File: src/sv/qlt_pkg.sv
// ----------------------------------------------------------------------------
// qlt_pkg
// Shared types and character constants for the quoted line tokenizer.
// ----------------------------------------------------------------------------
`default_nettype none

package qlt_pkg;

    localparam logic [7:0] CH_HASH   = 8'h23;
    localparam logic [7:0] CH_SLASH  = 8'h2F;
    localparam logic [7:0] CH_DQUOTE = 8'h22;
    localparam logic [7:0] CH_BSLASH = 8'h5C;
    localparam logic [7:0] CH_TAB    = 8'h09;
    localparam logic [7:0] CH_CR     = 8'h0D;
    localparam logic [7:0] CH_SPACE  = 8'h20;

    // result queue: room for two results per accepted byte plus slack
    localparam int QLT_FIFO_DEPTH = 4;
    localparam int QLT_PTR_W      = $clog2(QLT_FIFO_DEPTH);
    localparam int QLT_CNT_W      = $clog2(QLT_FIFO_DEPTH + 1);

    typedef struct packed {
        logic in_quotes;
        logic escape_next;
        logic in_comment;
        logic slash_held;
        logic token_open;
    } qlt_state_t;

    typedef struct packed {
        logic       last_of_run;
        logic       open_quote_error;
        logic       line_done;
        logic       token_done;
        logic       byte_valid;
        logic [7:0] token_byte;
    } qlt_result_t;

endpackage

`default_nettype wire

File: src/sv/qlt_core.sv
// ----------------------------------------------------------------------------
// qlt_core
// Per-byte tokenizer step: next state and up to two results.
// ----------------------------------------------------------------------------
`default_nettype none

module qlt_core (
    input  wire logic [7:0]          text_byte,
    input  wire logic                end_of_line,
    input  wire qlt_pkg::qlt_state_t state_cur,
    output qlt_pkg::qlt_state_t      state_nxt,
    output logic [1:0]               res_count,
    output qlt_pkg::qlt_result_t     res0,
    output qlt_pkg::qlt_result_t     res1
);

    qlt_pkg::qlt_result_t slash_res;
    qlt_pkg::qlt_result_t h_res;
    qlt_pkg::qlt_result_t line_res;
    logic                 h_has;
    logic                 is_space;
    logic                 pre_slash;
    logic                 open_in;
    qlt_pkg::qlt_state_t  hs;

    assign is_space = ((text_byte >= qlt_pkg::CH_TAB) && (text_byte <= qlt_pkg::CH_CR))
                    || (text_byte == qlt_pkg::CH_SPACE);

    always_comb
    begin
        slash_res            = '0;
        slash_res.token_byte = qlt_pkg::CH_SLASH;
        slash_res.byte_valid = 1'b1;
    end

    // held slash followed by something other than a second slash
    assign pre_slash = state_cur.slash_held && (text_byte != qlt_pkg::CH_SLASH);
    assign open_in   = state_cur.token_open | state_cur.slash_held;

    // ordinary byte handling
    always_comb
    begin
        hs            = state_cur;
        hs.slash_held = 1'b0;
        hs.token_open = open_in;
        h_res         = '0;
        h_has         = 1'b0;
        if (!state_cur.in_quotes && text_byte == qlt_pkg::CH_HASH)
        begin
            hs.in_comment = 1'b1;
        end
        else if (!state_cur.in_quotes && text_byte == qlt_pkg::CH_SLASH)
        begin
            hs.slash_held = 1'b1;
        end
        else if (state_cur.escape_next)
        begin
            hs.escape_next   = 1'b0;
            h_res.token_byte = text_byte;
            h_res.byte_valid = 1'b1;
            h_has            = 1'b1;
            hs.token_open    = 1'b1;
        end
        else if (state_cur.in_quotes && text_byte == qlt_pkg::CH_BSLASH)
        begin
            hs.escape_next = 1'b1;
        end
        else if (text_byte == qlt_pkg::CH_DQUOTE)
        begin
            hs.in_quotes = ~state_cur.in_quotes;
        end
        else if (!state_cur.in_quotes && is_space)
        begin
            h_res.token_done = open_in;
            h_has            = open_in;
            hs.token_open    = 1'b0;
        end
        else
        begin
            h_res.token_byte = text_byte;
            h_res.byte_valid = 1'b1;
            h_has            = 1'b1;
            hs.token_open    = 1'b1;
        end
    end

    always_comb
    begin
        line_res                  = '0;
        line_res.line_done        = 1'b1;
        line_res.token_done       = open_in;
        line_res.open_quote_error = state_cur.in_quotes;
        line_res.last_of_run      = 1'b1;
    end

    always_comb
    begin
        state_nxt = state_cur;
        res_count = 2'd0;
        res0      = '0;
        res1      = '0;
        if (end_of_line)
        begin
            state_nxt = '0;
            if (state_cur.slash_held)
            begin
                res0      = slash_res;
                res1      = line_res;
                res_count = 2'd2;
            end
            else
            begin
                res0      = line_res;
                res_count = 2'd1;
            end
        end
        else if (state_cur.in_comment)
        begin
            state_nxt = state_cur;
        end
        else if (state_cur.slash_held && !pre_slash)
        begin
            // second slash: comment to line end
            state_nxt            = state_cur;
            state_nxt.slash_held = 1'b0;
            state_nxt.in_comment = 1'b1;
        end
        else if (pre_slash)
        begin
            state_nxt = hs;
            res0      = slash_res;
            if (h_has)
            begin
                res1             = h_res;
                res1.last_of_run = 1'b1;
                res_count        = 2'd2;
            end
            else
            begin
                res0.last_of_run = 1'b1;
                res_count        = 2'd1;
            end
        end
        else
        begin
            state_nxt        = hs;
            res0             = h_res;
            res0.last_of_run = 1'b1;
            res_count        = {1'b0, h_has};
        end
    end

endmodule

`default_nettype wire

File: src/sv/qlt_out_fifo.sv
// ----------------------------------------------------------------------------
// qlt_out_fifo
// Small result queue: pushes up to two results a cycle, pops at most one.
// ----------------------------------------------------------------------------
`default_nettype none

module qlt_out_fifo (
    input  wire logic                 clk,
    input  wire logic                 rst_n,
    input  wire logic [1:0]           push_count,
    input  wire qlt_pkg::qlt_result_t push0,
    input  wire qlt_pkg::qlt_result_t push1,
    output logic                      room2,
    output logic                      out_valid,
    input  wire logic                 out_ready,
    output qlt_pkg::qlt_result_t      out_res
);

    qlt_pkg::qlt_result_t              mem_reg [qlt_pkg::QLT_FIFO_DEPTH];
    logic [qlt_pkg::QLT_PTR_W-1:0]     head_reg, head_next;
    logic [qlt_pkg::QLT_PTR_W-1:0]     tail_reg, tail_next;
    logic [qlt_pkg::QLT_CNT_W-1:0]     count_reg, count_next;
    logic [qlt_pkg::QLT_PTR_W-1:0]     tail_plus1;
    logic                              pop;

    assign out_valid  = (count_reg != '0);
    assign out_res    = mem_reg[head_reg];
    assign pop        = out_valid & out_ready;
    assign room2      = (count_reg <= qlt_pkg::QLT_CNT_W'(qlt_pkg::QLT_FIFO_DEPTH - 2));
    assign tail_plus1 = tail_reg + qlt_pkg::QLT_PTR_W'(1);

    always_comb
    begin
        head_next  = head_reg + qlt_pkg::QLT_PTR_W'(pop);
        tail_next  = tail_reg + qlt_pkg::QLT_PTR_W'(push_count);
        count_next = count_reg + qlt_pkg::QLT_CNT_W'(push_count)
                   - qlt_pkg::QLT_CNT_W'(pop);
    end

    always_ff @(posedge clk)
    begin
        if (push_count != 2'd0)
        begin
            mem_reg[tail_reg] <= push0;
        end
        if (push_count == 2'd2)
        begin
            mem_reg[tail_plus1] <= push1;
        end
    end

    always_ff @(posedge clk or negedge rst_n)
    begin
        if (!rst_n)
        begin
            head_reg  <= '0;
            tail_reg  <= '0;
            count_reg <= '0;
        end
        else
        begin
            head_reg  <= head_next;
            tail_reg  <= tail_next;
            count_reg <= count_next;
        end
    end

endmodule

`default_nettype wire

File: src/sv/quoted_line_tokenizer.sv
// ----------------------------------------------------------------------------
// quoted_line_tokenizer
// Shell-style tokenizer with quotes, escapes and line comments, one byte
// per transaction in, token bytes and token/line marks out.
// ----------------------------------------------------------------------------
//
//  channel | dir | tdata           | tuser                           | tlast
//  --------+-----+-----------------+---------------------------------+------------
//  s_axis  | in  | [7:0] text_byte | -                               | end_of_line
//  m_axis  | out | [7:0] token_byte| [0] byte_valid [1] token_done   | last_of_run
//          |     |                 | [2] line_done [3] open_quote_err|
//
//  One input transaction per cycle while s_tready is high. Each byte is decoded
//  in the cycle it is accepted: tokenizer state updates at that edge, and its
//  0..2 results are written to a 4-entry result queue and shown on m_axis
//  behind any results already queued. s_tready is high while at most two
//  results are queued, so a stalled consumer, or a run of two-result bytes,
//  backs up into s_axis. Reset clears tokenizer state and empties the queue.
// ----------------------------------------------------------------------------
`default_nettype none

module quoted_line_tokenizer (
    input  wire logic       clk,
    input  wire logic       rst_n,
    input  wire logic       s_tvalid,
    output logic            s_tready,
    input  wire logic [7:0] s_tdata,   // [7:0] text_byte
    input  wire logic       s_tlast,   // end_of_line
    output logic            m_tvalid,
    input  wire logic       m_tready,
    output logic [7:0]      m_tdata,   // [7:0] token_byte
    output logic [3:0]      m_tuser,   // [0] byte_valid [1] token_done
                                       // [2] line_done [3] open_quote_error
    output logic            m_tlast    // last_of_run
);

    qlt_pkg::qlt_state_t  state_reg, state_next;
    qlt_pkg::qlt_state_t  step_state;
    qlt_pkg::qlt_result_t res0, res1, out_res;
    logic [1:0]           res_count;
    logic [1:0]           push_count;
    logic                 room2;
    logic                 accept;

    assign s_tready = room2;
    assign accept   = s_tvalid & s_tready;

    // decode of the byte at the input port against the current state
    qlt_core u_core (
        .text_byte   (s_tdata),
        .end_of_line (s_tlast),
        .state_cur   (state_reg),
        .state_nxt   (step_state),
        .res_count   (res_count),
        .res0        (res0),
        .res1        (res1)
    );

    assign state_next = accept ? step_state : state_reg;
    assign push_count = accept ? res_count : 2'd0;

    always_ff @(posedge clk or negedge rst_n)
    begin
        if (!rst_n)
        begin
            state_reg <= '0;
        end
        else
        begin
            state_reg <= state_next;
        end
    end

    // result queue decouples the consumer from the byte stream
    qlt_out_fifo u_fifo (
        .clk        (clk),
        .rst_n      (rst_n),
        .push_count (push_count),
        .push0      (res0),
        .push1      (res1),
        .room2      (room2),
        .out_valid  (m_tvalid),
        .out_ready  (m_tready),
        .out_res    (out_res)
    );

    assign m_tdata = out_res.token_byte;
    assign m_tuser = {out_res.open_quote_error, out_res.line_done,
                      out_res.token_done, out_res.byte_valid};
    assign m_tlast = out_res.last_of_run;

endmodule

`default_nettype wire
File: config.mk
export PLATFORM = sky130hd
export DESIGN_NAME = quoted_line_tokenizer
export DESIGN_NICKNAME = d
export VERILOG_FILES = /design/src/sv/qlt_pkg.sv /design/src/sv/qlt_core.sv /design/src/sv/qlt_out_fifo.sv /design/src/sv/quoted_line_tokenizer.sv
export SDC_FILE = /design/constraint.sdc
export NUM_CORES = 1
export LEC_CHECK = 0
export BUFFER_PORTS_ARGS = -buffer_cell sky130_fd_sc_hd__buf_2
export CORE_UTILIZATION = 55
export CTS_CLUSTER_DIAMETER = 120
export CTS_CLUSTER_SIZE = 24
export DETAILED_ROUTE_END_ITERATION = 8
export GPL_TIMING_DRIVEN = 1
export HOLD_SLACK_MARGIN = 0.05
export PLACE_DENSITY = 0.8
export SETUP_SLACK_MARGIN = 0.05
export SYNTH_ARGS = -nofsm -noshare
export SYNTH_HDL_FRONTEND = slang
export SYNTH_HIERARCHICAL = 1
export SYNTH_SLANG_ARGS = --single-unit
File: constraint.sdc
create_clock -name clk -period 5.4 [get_ports clk]
set_clock_uncertainty 0.05 [all_clocks]
set_input_delay 0.54 -clock clk [delete_from_list [all_inputs] [get_ports clk]]
set_output_delay 0.54 -clock clk [all_outputs]
set_load 0.005 [all_outputs]
### After elaboration in Yosys (flattened, before gate mapping)

Memory sizes are Yosys's and may differ from the RTL's.
Cells that the tools add are included.

* bits in registers: 12
* memory bits (writable): 52
* input port bits: 13
* output and inout port bits: 15
* logic and storage cells: 106
* memories kept: 1

Memories
* u_fifo.mem_reg: depth 4, width 13, rd ports 1, clocked after memory_dff 0, write ports 2, line qlt_out_fifo.sv:19 `qlt_pkg::qlt_result_t mem_reg [qlt_pkg::QLT_FIFO_DEPTH];`

* add/subtract/negate cells: 5
* magnitude comparators: 3
* eq/ne operators: 13
* mux-type cells: 55
* bitwise logic cells: 4
* reduce and logical (&&, ||, !) cells: 17

Operators by type and width (number)
* $mux W13: 11
* $mux W10: 4
* $eq A8 B6 Y1 const B: 4
* $mux W1: 25
* $mux W2: 10
* $mux W9: 2
* $mux W5: 3
* $ne A2 B2 Y1 const B: 6
* $eq A8 B7 Y1 const B: 1
* $ge A8 B4 Y1 const B: 1
* $le A8 B4 Y1 const B: 1
* $ne A8 B6 Y1 const B: 1
* $reduce_and A8 Y1: 1
* $logic_and A1 B1 Y1: 7
* $reduce_and A5 Y1: 1
* $reduce_bool A2 Y1: 2
* $add A3 B2 Y3: 1
* $le A3 B2 Y1 const B: 1
* $reduce_and A3 Y1: 1
* $reduce_bool A3 Y1: 1
* $sub A3 B1 Y3: 1
* $add A2 B1 Y2: 1
* $add A2 B1 Y2 const B: 1
* $add A2 B2 Y2: 1
* other kinds (7): 9

### Logic depth before layout (Yosys ltp)

* depth in word-level cells: 19
* mapped depth: 17
* gate-level depth less buffers: 14

### Hierarchy

The synthesis kept the hierarchy.

Modules (own cells, without submodules)
* qlt_out_fifo: times used 1, cells each 165, area an instance 2972.9 µm², sequential area each 1736.7 µm²
* qlt_core: times used 1, cells each 84, area an instance 545.5 µm², sequential area each 0.0 µm²
* quoted_line_tokenizer: times used 1, cells each 13, area an instance 202.7 µm², sequential area each 125.1 µm²

### Least setup slack after synthesis

No wires, ideal clock.

* kind: input-to-reg
* from: in s_tdata[6]
* to: mem u_fifo/mem_reg[0][0] in the netlist's numbering, enable pin
* setup time: 0.404 ns
* arrival: 3.572 ns
* required time: 4.946 ns
* path slack: 1.374 ns
* cell stages on the path: 9
* path buffers: 0
* path through: or4b_4 or4_4 o221ai_2 a21oi_1 ha_1 a21o_1 and3_2 nor2_1 o31ai_1

RTL lines
* from (decl): line quoted_line_tokenizer.sv:27 `input wire logic [7:0] s_tdata,`
* to (decl): line qlt_out_fifo.sv:19

==> reports/metrics.yaml <==
global_route:
  grt_pass1_wl_um: 11900
  grt_pass1_vias: 2346
  grt_overflow: 0
  grt_start_max_net_pins: 17
  track_usage_pct: 22.4
  antenna_found_initial: 0
pwr:
  p_leak_nw: 1.52
  ir_drop_mv: 0.269
  power.total_w: 0.00146
  power_density_mw_per_mm2: 358
synth:
  ys_seq_area_share_pct: 50.0
  synth_flop_cell: "edfxtp_1"
  synth_top_area_share_pct: 42.0
  ys_ff_latch: 64
  syn_area_mm2: 0.00372
  synth_top_family_by_area: "multiplexers"
  synth_edf_count: 52
  synthTopCellsByArea: "edfxtp_1, mux2_2, dfrtp_1, mux4_2, mux2_1"
  synth_cell_type_count: 53
  syn_avg_cell_area_um2: 14.2
  synth_compound_area_share_pct: 5.65
  synth.area.mux_share_pct: 25.7
  synth_adder_area_share_pct: 1.88
  ys_warn_count: 6
  syn_inst: 262
  async_flop_share_pct: 18.8
  synth_fp_nets: 280
  synth_xor_area_share_pct: 1.88
  synth_top_cell_by_area: "edfxtp_1"
  synthSimpleGateAreaFrac_pct: 11.7
sta:
  tightestPinTransition_ps: 1160
  min_period_ps: 4250
  hold_viol: 0
  max_freq_mhz: 236
  relSlewSlack_pct: 21.5
  rsz0062_at_grt: "no"
  post-route-period-util_pct: 78.6
  layout_setup_ws_ps: 1150
  finalSetupTns_ps: 0
  finalSetupViolations: 0
  whs_ps: 452
  slew_violations: 0
final_layout:
  fin_cells: 371
  largest_register_ffs: 52
  drive_gt1_share_pct: 41.5
  n_antenna_cell: 0
  final_nets: 307
  fillers: 481
  area_growth_pct: 9.28
min_path:
  worstHoldPathType: "in2reg"
critical_path:
  worstSetupStartpointType: "input pin"
  criticalPathCategory: "in2reg"
  cp-end-kind: "flop"
  required_ps: 5390
  cpMostUsedCell: "a21oi_1"
  crit_buf_inv: 2
  crit_arrival_ps: 4230
  cpPeakStageDelay_ps: 600
  critical_path.max_fanout: 14
  cp_slowest_cell: "nand4b_2"
  worstPathCellList: "buf_2, or4b_4, nor4_2, nand2b_1, a21oi_1, a21oi_1, ha_1, a21o_1, and3_2, nand4b_2, o31ai_2, buf_4"
  critPathTopFamily: "simple AND/OR/NAND/NOR gates"
clocking:
  clk-insertion-delay-late_ps: 330
  cts_buffer_depth: 2
  cts_setup_buffers: 0
  cts_tree: "built"
  clk_pin_slew_ps: 70
  root_buffer: "clkbuf_8"
  cts_htree_levels: 3
  cts-buffers-inserted: 9
  cts_sinks: 64
place:
  hpwlAfterDp_um: 4870
  portBuffers: 27
  place_inst: 354
  gp_congestion: 0.889
  dp_slack_ps: 852
drt:
  vias: 2256
  drt-wirelength-per-cell_um: 19.6
  wl_um: 7290
  drc_errors: 2
  drt-initial-drc-count: 122
  ant_nets: 0
  first_pass_iters: 6
  viasPerCell: 6.08
die:
  coreArea_mm2: 0.00642
  initial_utilization_pct: 57.9
  ios: 28
  fp.dieH_um: 84.3
  dieArea_mm2: 0.00710
  placementRows: 29
  die_x_um: 84.3
status:
  violations: "DRC"
  status: "finished, violations left"
run:
  maxCapViolations: 0
==> area by class of cell <==
class	instances	area (um^2)	share of cell area, %
clock inverter	5	23.8	0.585
clock buffer	11	131	3.23
multi-input combinational	179	1770	43.4
inverter	3	11.3	0.277
timing repair buffer	32	175	4.31
sequential	64	1860	45.8
tap	77	96.3	2.37
==> power breakdown <==
group / internal [W] / switching (W) / leakage, nW / total [W]
Sequential: 0.000612 / 0.000111 / 0.620 / 0.000723
Clock: 0.000162 / 0.000174 / 0.0843 / 0.000336
Combinational: 0.000238 / 0.000159 / 0.819 / 0.000396
Total: 0.00101 / 0.000444 / 1.52 / 0.00146
==> synthesized netlist by cell type, types with 2 or more instances <==
cell type / instances
or2_2: 3
nand2_1: 4
nor3b_1: 2
o21ai_0: 2
mux2_2: 47
xnor2_1: 7
nor2_1: 11
a21oi_1: 6
edfxtp_1: 52
and3_2: 2
clkbuf_1: 4
mux2i_1: 2
a21o_1: 9
o31ai_1: 2
nor2b_1: 5
and3_1: 3
nor4_1: 3
dfrtp_1: 12
a21boi_0: 2
nor4bb_1: 2
buf_4: 3
mux4_2: 13
inv_1: 3
ha_1: 4
buf_2: 5
nor3_1: 5
and2_1: 11
buf_6: 4
mux2_1: 10
==> repair_timing <==
item	4_1_cts	5_1_grt
gates resized for setup	0	0
hold endpoints to repair	12	0
hold buffers	1	0
==> final timing paths <==
check | from | to | cells after the start | slack, ps
max | s_tdata[6] | u_fifo/mem_reg[0][6]$_DFFE_PP_ | 12 | 1150
min reg2reg | state_reg[0]$_DFFE_PN0P_ | state_reg[0]$_DFFE_PN0P_ | 1 | 520
min | m_tready | u_fifo/head_reg[0]$_DFF_PN0_ | 3 | 450
max in group asynchronous | rst_n | state_reg[0]$_DFFE_PN0P_ | 2 | 4480
min in group asynchronous | rst_n | u_fifo/count_reg[2]$_DFF_PN0_ | 2 | 570
max reg2reg | state_reg[4]$_DFFE_PN0P_ | u_fifo/mem_reg[0][6]$_DFFE_PP_ | 10 | 1450
==> stage by stage <==
step | area (um^2) | utilization (%)
after floorplan | 3720 | -
after CTS | 4070 | 63.3
after detailed placement | 3900 | 60.7
final | 4070 | 63.3
after global routing | 4070 | 63.3
after global placement | 3890 | 60.6
==> metal layers <==
layer  routed length, um  global-route usage, %  vias to the layer above
met1                3160                   27.2                     1134
met2                3820                   39.6                       44
met5                   0                      0                        -
met3                 206                   3.83                        9
met4                  93                   9.40                        0
li1                    -                      -                     1069
==> cells in the final DEF (no fill, tap or decap), types with 2 or more instances in the layout <==
cell type	instances
ha_1	4
a21boi_0	2
or2_2	3
mux2_1	10
nor2_1	11
a21oi_1	6
and3_1	3
buf_4	4
nand2_1	4
clkinv_2	4
clkbuf_1	2
xnor2_1	7
nor3b_1	2
and3_2	2
mux2i_1	2
buf_2	27
mux4_2	13
clkbuf_8	9
inv_1	3
dfrtp_1	12
and2_1	11
a21o_1	9
mux2_2	47
o21ai_0	2
nor3_1	5
edfxtp_1	52
nor2b_1	5
nor4_1	3
==> logic make-up (layout without fill, tap and decap cells) <==
group | after synthesis | count (layout)
AO/OA/AOI/OAI | 29 | 29
XOR/XNOR | 8 | 8
adder cells (fa/ha/maj) | 5 | 5
buffers and inverters | 19 | 51
flip-flops | 64 | 64
multiplexers | 72 | 72
AND/OR/NAND/NOR | 65 | 65
==> worst register-to-register path: cells and delay by family, from the launching register on <==
family,cells,cell delay [ps]
AO/OA/AOI/OAI,4,1130
adder cells (fa/ha/maj),1,290
buffers and inverters,1,310
flip-flops,1,510
AND/OR/NAND/NOR,4,1380
Power figures use the tool's default switching activity.
